<file path="src/fvtc_pkg.sv">
// ---------------------------------------------------------------------------
// FIFO victim tile cache package
// Shared widths, operation codes and the result word type.
// ---------------------------------------------------------------------------
package fvtc_pkg;

  localparam int DEPTH_DEF = 16;
  localparam int CAP_W     = 5;
  localparam int TILE_W    = 16;
  localparam int FILL_W    = 5;

  localparam logic [CAP_W-1:0] CAP_RESET = CAP_W'(16);

  localparam logic OP_LOOKUP = 1'b0;
  localparam logic OP_INSERT = 1'b1;

  typedef struct packed {
    logic              hit;
    logic              evict_valid;
    logic [TILE_W-1:0] evict_tile;
    logic [FILL_W-1:0] fill_level;
  } fvtc_res_t;

endpackage

</file>
<file path="src/fifo_victim_tile_cache_unit.sv">
// ---------------------------------------------------------------------------
// FIFO victim tile cache unit
// An insert writes the tile, first evicting the oldest entry when full; a lookup
// scans entries newest to oldest and, on a hit, moves each younger entry down.
// One word is in work at a time; the single tile memory sets the pace.
// Reset empties the cache and sets the capacity to 16; memory is not cleared.
// ---------------------------------------------------------------------------
module fifo_victim_tile_cache_unit import fvtc_pkg::*; #(
  parameter int CACHE_DEPTH = DEPTH_DEF
) (
  input  logic              clk,
  input  logic              rst_n,
  input  logic              in_valid,
  output logic              in_stall,
  input  logic              in_op,
  input  logic [TILE_W-1:0] in_tile_id,
  output logic              out_valid,
  input  logic              out_stall,
  output logic              out_hit,
  output logic              out_evict_valid,
  output logic [TILE_W-1:0] out_evict_tile,
  output logic [FILL_W-1:0] out_fill_level,
  input  logic              cfg_valid,
  output logic              cfg_ready,
  input  logic [CAP_W-1:0]  cfg_cache_capacity
);

  logic [CAP_W-1:0] cap_r;
  logic             out_valid_r;
  fvtc_res_t        out_r;
  logic             core_idle;
  logic             core_res_valid;
  logic             res_take;
  fvtc_res_t        core_res;

  assign cfg_ready = 1'b1;
  assign in_stall  = !core_idle;
  assign res_take  = core_res_valid && (!out_valid_r || !out_stall);

  fvtc_core #(
    .CACHE_DEPTH(CACHE_DEPTH)
  ) u_core (
    .clk      (clk),
    .rst_n    (rst_n),
    .start    (in_valid && core_idle),
    .op       (in_op),
    .tile_id  (in_tile_id),
    .cap      (cap_r),
    .idle     (core_idle),
    .res_valid(core_res_valid),
    .res_take (res_take),
    .res      (core_res)
  );

  always_ff @(posedge clk) begin
    if (!rst_n) begin
      cap_r       <= CAP_RESET;
      out_valid_r <= 1'b0;
    end else begin
      if (cfg_valid && cfg_ready) begin
        cap_r <= cfg_cache_capacity;
      end
      if (res_take) begin
        out_valid_r <= 1'b1;
      end else if (!out_stall) begin
        out_valid_r <= 1'b0;
      end
    end
  end

  always_ff @(posedge clk) begin
    if (res_take) begin
      out_r <= core_res;
    end
  end

  assign out_valid       = out_valid_r;
  assign out_hit         = out_r.hit;
  assign out_evict_valid = out_r.evict_valid;
  assign out_evict_tile  = out_r.evict_tile;
  assign out_fill_level  = out_r.fill_level;

endmodule

</file>
<file path="src/fvtc_core.sv">
// ---------------------------------------------------------------------------
// FIFO victim tile cache engine
// Ring buffer of tiles in one memory, scanned newest to oldest and compacted
// one entry per cycle.
// ---------------------------------------------------------------------------
module fvtc_core import fvtc_pkg::*; #(
  parameter int CACHE_DEPTH = DEPTH_DEF
) (
  input  logic              clk,
  input  logic              rst_n,
  input  logic              start,
  input  logic              op,
  input  logic [TILE_W-1:0] tile_id,
  input  logic [CAP_W-1:0]  cap,
  output logic              idle,
  output logic              res_valid,
  input  logic              res_take,
  output fvtc_res_t         res
);

  localparam int AW = (CACHE_DEPTH > 1) ? $clog2(CACHE_DEPTH) : 1;
  localparam int CW = $clog2(CACHE_DEPTH + 1);
  localparam int MW = (CW > CAP_W) ? CW : CAP_W;

  typedef enum logic [4:0] {
    S_IDLE  = 5'b00001,
    S_LCMP  = 5'b00010,
    S_SHIFT = 5'b00100,
    S_EVICT = 5'b01000,
    S_DONE  = 5'b10000
  } state_t;

  state_t            state_r, state_nxt;
  logic [AW-1:0]     head_r, head_nxt;
  logic [CW-1:0]     count_r, count_nxt;
  logic [CW-1:0]     idx_r, idx_nxt;
  logic [TILE_W-1:0] tile_r, tile_nxt;
  fvtc_res_t         res_r, res_nxt;

  logic [TILE_W-1:0] mem [0:CACHE_DEPTH-1];
  logic [TILE_W-1:0] rd_data_r;
  logic [CW-1:0]     rd_j;
  logic [AW-1:0]     rd_addr;
  logic              we;
  logic [AW-1:0]     wr_addr;
  logic [TILE_W-1:0] wr_data;

  logic [MW-1:0]     cap_eff;
  logic              full;

  function automatic logic [AW-1:0] phys(input logic [AW-1:0] h, input logic [CW-1:0] j);
    logic [CW:0] s;
    s = (CW+1)'(h) + (CW+1)'(j);
    if (s >= (CW+1)'(CACHE_DEPTH)) begin
      s = s - (CW+1)'(CACHE_DEPTH);
    end
    return s[AW-1:0];
  endfunction

  always_comb begin
    if (MW'(cap) > MW'(CACHE_DEPTH)) begin
      cap_eff = MW'(CACHE_DEPTH);
    end else begin
      cap_eff = MW'(cap);
    end
  end

  assign full      = (MW'(count_r) >= cap_eff);
  assign idle      = (state_r == S_IDLE);
  assign res_valid = (state_r == S_DONE);
  assign res       = res_r;
  assign rd_addr   = phys(head_r, rd_j);

  always_comb begin
    state_nxt = state_r;
    head_nxt  = head_r;
    count_nxt = count_r;
    idx_nxt   = idx_r;
    tile_nxt  = tile_r;
    res_nxt   = res_r;
    rd_j      = '0;
    we        = 1'b0;
    wr_addr   = phys(head_r, count_r);
    wr_data   = tile_id;
    case (state_r)
      S_IDLE: begin
        if (start) begin
          tile_nxt            = tile_id;
          res_nxt.hit         = 1'b0;
          res_nxt.evict_valid = 1'b0;
          res_nxt.evict_tile  = '0;
          res_nxt.fill_level  = FILL_W'(count_r);
          if (op == OP_LOOKUP) begin
            if (count_r == '0) begin
              state_nxt = S_DONE;
            end else begin
              rd_j      = count_r - CW'(1);
              idx_nxt   = count_r - CW'(1);
              state_nxt = S_LCMP;
            end
          end else if (cap_eff == '0) begin
            res_nxt.evict_valid = 1'b1;
            res_nxt.evict_tile  = tile_id;
            state_nxt           = S_DONE;
          end else if (full) begin
            state_nxt = S_EVICT;
          end else begin
            we                 = 1'b1;
            count_nxt          = count_r + CW'(1);
            res_nxt.fill_level = FILL_W'(count_r + CW'(1));
            state_nxt          = S_DONE;
          end
        end
      end
      S_LCMP: begin
        if (rd_data_r == tile_r) begin
          if (idx_r + CW'(1) < count_r) begin
            rd_j      = idx_r + CW'(1);
            state_nxt = S_SHIFT;
          end else begin
            count_nxt          = count_r - CW'(1);
            res_nxt.hit        = 1'b1;
            res_nxt.fill_level = FILL_W'(count_r - CW'(1));
            state_nxt          = S_DONE;
          end
        end else if (idx_r == '0) begin
          state_nxt = S_DONE;
        end else begin
          rd_j    = idx_r - CW'(1);
          idx_nxt = idx_r - CW'(1);
        end
      end
      S_SHIFT: begin
        we      = 1'b1;
        wr_addr = phys(head_r, idx_r);
        wr_data = rd_data_r;
        idx_nxt = idx_r + CW'(1);
        if (idx_r + CW'(2) < count_r) begin
          rd_j = idx_r + CW'(2);
        end else begin
          count_nxt          = count_r - CW'(1);
          res_nxt.hit        = 1'b1;
          res_nxt.fill_level = FILL_W'(count_r - CW'(1));
          state_nxt          = S_DONE;
        end
      end
      S_EVICT: begin
        we                  = 1'b1;
        wr_data             = tile_r;
        res_nxt.evict_valid = 1'b1;
        res_nxt.evict_tile  = rd_data_r;
        if (head_r == AW'(CACHE_DEPTH - 1)) begin
          head_nxt = '0;
        end else begin
          head_nxt = head_r + AW'(1);
        end
        state_nxt = S_DONE;
      end
      S_DONE: begin
        if (res_take) begin
          state_nxt = S_IDLE;
        end
      end
      default: begin
        state_nxt = S_IDLE;
      end
    endcase
  end

  always_ff @(posedge clk) begin
    if (!rst_n) begin
      state_r <= S_IDLE;
      head_r  <= '0;
      count_r <= '0;
    end else begin
      state_r <= state_nxt;
      head_r  <= head_nxt;
      count_r <= count_nxt;
    end
  end

  always_ff @(posedge clk) begin
    idx_r  <= idx_nxt;
    tile_r <= tile_nxt;
    res_r  <= res_nxt;
  end

  always_ff @(posedge clk) begin
    if (we) begin
      mem[wr_addr] <= wr_data;
    end
    rd_data_r <= mem[rd_addr];
  end

endmodule

</file>
<file path="config.mk">
export PLATFORM = sky130hd
export DESIGN_NAME = fifo_victim_tile_cache_unit
export DESIGN_NICKNAME = d
export VERILOG_FILES = /design/src/fvtc_pkg.sv /design/src/fifo_victim_tile_cache_unit.sv /design/src/fvtc_core.sv
export SDC_FILE = /design/constraint.sdc
export NUM_CORES = 1
export LEC_CHECK = 0
export ABC_AREA = 1
export BUFFER_PORTS_ARGS = -buffer_cell sky130_fd_sc_hd__buf_4
export CORE_MARGIN = 10
export CORE_UTILIZATION = 30
export DETAILED_ROUTE_END_ITERATION = 16
export PLACE_DENSITY = 0.46
export SLEW_MARGIN = 20
export SYNTH_ARGS = -nofsm -noshare
export SYNTH_HDL_FRONTEND = slang
export SYNTH_SLANG_ARGS = --single-unit
export TNS_END_PERCENT = 30
</file>
<file path="constraint.sdc">
create_clock -name clk -period 4 [get_ports clk]
set_input_delay 0 -clock clk [delete_from_list [all_inputs] [get_ports clk]]
set_output_delay 0 -clock clk [all_outputs]
set_load 0.005 [all_outputs]
</file>
==> run_results.csv <==
group,metric,value,unit
worst_hold_path,min_path_type,"input port to register",
timing,hold_violations,0,
power_and_ir_drop,p_per_area,659,mW/mm^2
clocking,root_buffer,"clkbuf_16",
routing,num_vias,10862,
final_layout,final_net_count,1589,
global_routing,grt_max_degree,77,
floorplanning,fp-row-count,83,
clocking,cts.sink_count,359,
global_routing,antenna_found_initial,0,
power_and_ir_drop,switching_share,34.3,%
place,globalplace.congestion,0.836,
routing,firstDrtPassIters,5,
power_and_ir_drop,power_frac_seq,38.9,%
logic_synthesis,yosys_register_bits,359,
routing,dr.first_iter.drc_count,842,
timing,drv_slew,0,
timing,slew_headroom,36.2,%
global_routing,grt_pass1_vias,10665,
final_layout,drive_above_1_share,18.4,%
logic_synthesis,ys_seq_area_share,66.5,%
floorplanning,ios,53,
routing,viasPerCell,4.84,
final_layout,post-route-util,37.1,%
clocking,clk_pin_slew,0.06,ns
worst_setup_path,crit_family,"adder cells",
clocking,cts_buffers,41,
timing,finalSetupViolations,0,
logic_synthesis,synth_top_cell_by_area,"edfxtp_1",
timing,period_minus_slack,3.80,ns
power_and_ir_drop,power_frac_comb,31.9,%
final_layout,fillers,5074,
logic_synthesis,synth.distinct_cells,43,
global_routing,track_usage,13.4,%
timing,skew,0.0254,ns
logic_synthesis,avgSynthCellArea,11.3,sq um
run,cap_violations,0,
timing,totalNegativeSetupSlack,0,ns
worst_setup_path,path_common_cell,"nand2_1",
logic_synthesis,synth_area,0.0157,sq mm
worst_setup_path,crit_chain,"ha_2 > nor2_2 > a21oi_1 > o21ai_1 > inv_1 > ha_4 > nand2_1 > nor2_1 > nand2_1 > nand2_2 > nor3_2 > o21ai_1 > nand3_1 > ha_4 > fa_2 > clkinv_4 > buf_12 > buf_4 > o21ai_0 > o22ai_1 > nand2_1 > o21ai_0 > nand2_2 > nand2_1",
power_and_ir_drop,p_int,8.28,mW
worst_setup_path,path_buf_inv,4,
global_routing,grt-ovfl-total,0,
logic_synthesis,synth_cells,1391,
final_layout,synthToLayoutAreaGrowth,22.0,%
routing,wl_per_cell,19.1,um
floorplanning,coreArea,0.0515,sq mm
worst_setup_path,cp-start-kind,"register",
clocking,cts_tree,"yes",
place,place_ws,0.00228,ns
timing,rsz0062_at_grt,"yes",
worst_setup_path,critPathCaptureType,"register",
power_and_ir_drop,power_frac_clock,29.2,%
logic_synthesis,yosys_warnings,0,
worst_setup_path,arrival,4.23,ns
timing,tightestPinTransition,0.958,ns
logic_synthesis,synth_top_area_share,61.9,%
worst_setup_path,worst_ep_required_time,4.44,ns
routing,ant_nets,0,
floorplanning,die_x,249,um
clocking,clk-insertion-delay-late,0.57,ns
power_and_ir_drop,p_leak,7.32,nW
clocking,clockBufferDepth,3,
floorplanning,die_h,249,um
worst_setup_path,slowest_stage,"fa_2",
routing,wl,42800,um
global_routing,grt_pass1_wl,65700,um
worst_setup_path,worst-path-max-fanout,12,
timing,finalCritPeriodShare,94.9,%
logic_synthesis,synthesis.nets,1449,
worst_setup_path,critical_path.max_stage_delay,0.64,ns
final_layout,antenna_cells,0,
routing,remaining_drc_errors,0,
floorplanning,dieArea,0.0618,sq mm
place,numPortBuffers,51,
power_and_ir_drop,net-switching-power,4.32,mW
logic_synthesis,synth_area_leaders,"edfxtp_1 62%, nand2_1 7.3%, dfxtp_1 4.6%, o21ai_0 3.6%, nor2_1 3.1%",
worst_setup_path,worstSetupPathType,"register to register",
timing,setup_slack,0.203,ns
place,dp_hpwl,27800,um
run_status,status,"complete, no violations",
power_and_ir_drop,ir_worst_vdd,256,uV
floorplanning,initial_utilization,30.4,%
timing,fmax,263,MHz
clocking,ctsHtreeMaxLevel,2,
cell type report:
class,instances,area [sq um],share of cell area (%)
inverter,111,423,2.21
tap,680,851,4.45
clock buffer,57,1140,5.94
multi-input combinational,857,4710,24.6
sequential,359,10400,54.5
clock inverter,17,181,0.949
timing repair buffer,161,1400,7.33
kinds of logic after synthesis:
family | share of synthesized area (%)
XOR/XNOR | 0.775
other | 0.0239
buffers and inverters | 4.46
AO/OA/AOI/OAI | 11.1
adder cells (fa/ha/maj) | 2.57
flip-flops | 66.5
AND/OR/NAND/NOR | 14.6
routing by layer:
layer  share of wire (%)  global-route usage [%]  routed length (um)
met2                  45                    20.6               19100
met3                 4.3                    1.89                1850
met1                  49                    19.2               20900
met4                 2.3                    4.31                 980
met5                   0                       0                   0
path summary, 6_finish.rpt:
kind / from / endpoint / slack, ns / depth (start not counted)
setup / recovery: u_core.idx_r[1] / u_core.rd_data_r[8] / 0.20 / 24
hold / removal: in_valid / u_core.state_r[3] / 0.08 / 7
setup reg to reg: u_core.idx_r[1] / u_core.rd_data_r[8] / 0.20 / 24
hold reg to reg: u_core.res[5] / out_evict_tile[0] / 0.42 / 0
flip-flops by register name (all words and copies together), names as in the netlist:
| signal | count |
|---|---|
| out_evict_tile | 16 |
| u_core.res | 23 |
| u_core.idx_r | 5 |
| u_core.mem | 256 |
| u_core.state_r | 5 |
| out_fill_level | 5 |
| cap_r | 5 |
| u_core.head_r | 4 |
| u_core.tile_r | 16 |
| out_evict_valid | 1 |
| out_valid | 1 |
| u_core.rd_data_r | 16 |
| u_core.count_r | 5 |
| out_hit | 1 |
power by group through the flow:
stage / sequential [mW] / clock, mW / combinational [mW]
after CTS: 4.90 / 3.80 / 3.90
final: 4.90 / 3.68 / 4.02
after floorplan: 4.85 / 0 / 2.59
after global routing: 4.94 / 3.93 / 4.53
after global placement: 4.97 / 0 / 3.82
after detailed placement: 4.98 / 0 / 3.86
worst reg2reg max path, stage by stage (launching register included):
cell      delay, ns
edfxtp_1       0.43
ha_2           0.22
nor2_2         0.11
a21oi_1        0.05
o21ai_1        0.11
inv_1          0.11
ha_4           0.28
nand2_1        0.05
nor2_1         0.08
nand2_1        0.07
nand2_2        0.08
nor3_2         0.05
o21ai_1        0.12
nand3_1        0.13
ha_4           0.19
fa_2           0.64
clkinv_4       0.12
buf_12         0.17
buf_4          0.15
o21ai_0        0.08
o22ai_1        0.13
nand2_1        0.08
o21ai_0        0.11
nand2_2        0.09
nand2_1        0.07
synth_stat cells:
master / count
o21ai_0: 113
nor2_2: 2
nand2_1: 303
dfxtp_1: 36
a21oi_1: 54
o21ai_1: 4
a22oi_1: 1
buf_12: 1
fa_1: 2
xnor2_1: 3
or2_2: 1
conb_1: 1
clkbuf_4: 1
clkinv_1: 1
nor3_1: 3
xor2_1: 9
edfxtp_1: 323
buf_2: 14
a21oi_2: 1
nor2_4: 5
o22ai_1: 48
buf_1: 2
nand3_2: 4
nand4_1: 13
xor2_2: 1
nor2_1: 130
o21ai_2: 1
a21o_1: 2
o221ai_1: 18
clkbuf_1: 45
inv_1: 89
inv_2: 21
nand2_2: 13
a32o_1: 32
nand4_2: 1
ha_1: 29
o211ai_1: 5
buf_4: 1
or2_1: 2
nand2_4: 2
nand4_4: 4
nand3_1: 46
a211oi_1: 4
cell usage in the layout (no fill, tap or decap), drive strengths merged, types with 48 or more instances in the layout:
| cell type | n |
|---|---|
| buf | 133 |
| nor2 | 137 |
| o22ai | 48 |
| a21oi | 55 |
| inv | 110 |
| o21ai | 118 |
| nand3 | 50 |
| nand2 | 318 |
| edfxtp | 323 |
| clkbuf | 58 |
stage by stage:
stage	total power [mW]	hold slack, ns	area [sq um]	std cells
CTS	12.6	0.0488	19000	2238
global route	13.4	0.104	19100	2242
finish	12.6	0.0765	19100	2242
detailed placement	8.84	0.201	17400	2137
floorplan	7.44	0.0989	15700	1391
global placement	8.79	0.203	17400	2137
timing repair:
action	CTS	global route
hold buffers	27	0
gates resized for setup	1	27
cloned	0	1
hold endpoints to repair	130	0
endpoints found under the setup margin	1	16
pin swaps	0	5
buffers inserted	0	3
No activity file was read; power rests on OpenSTA's default activity.
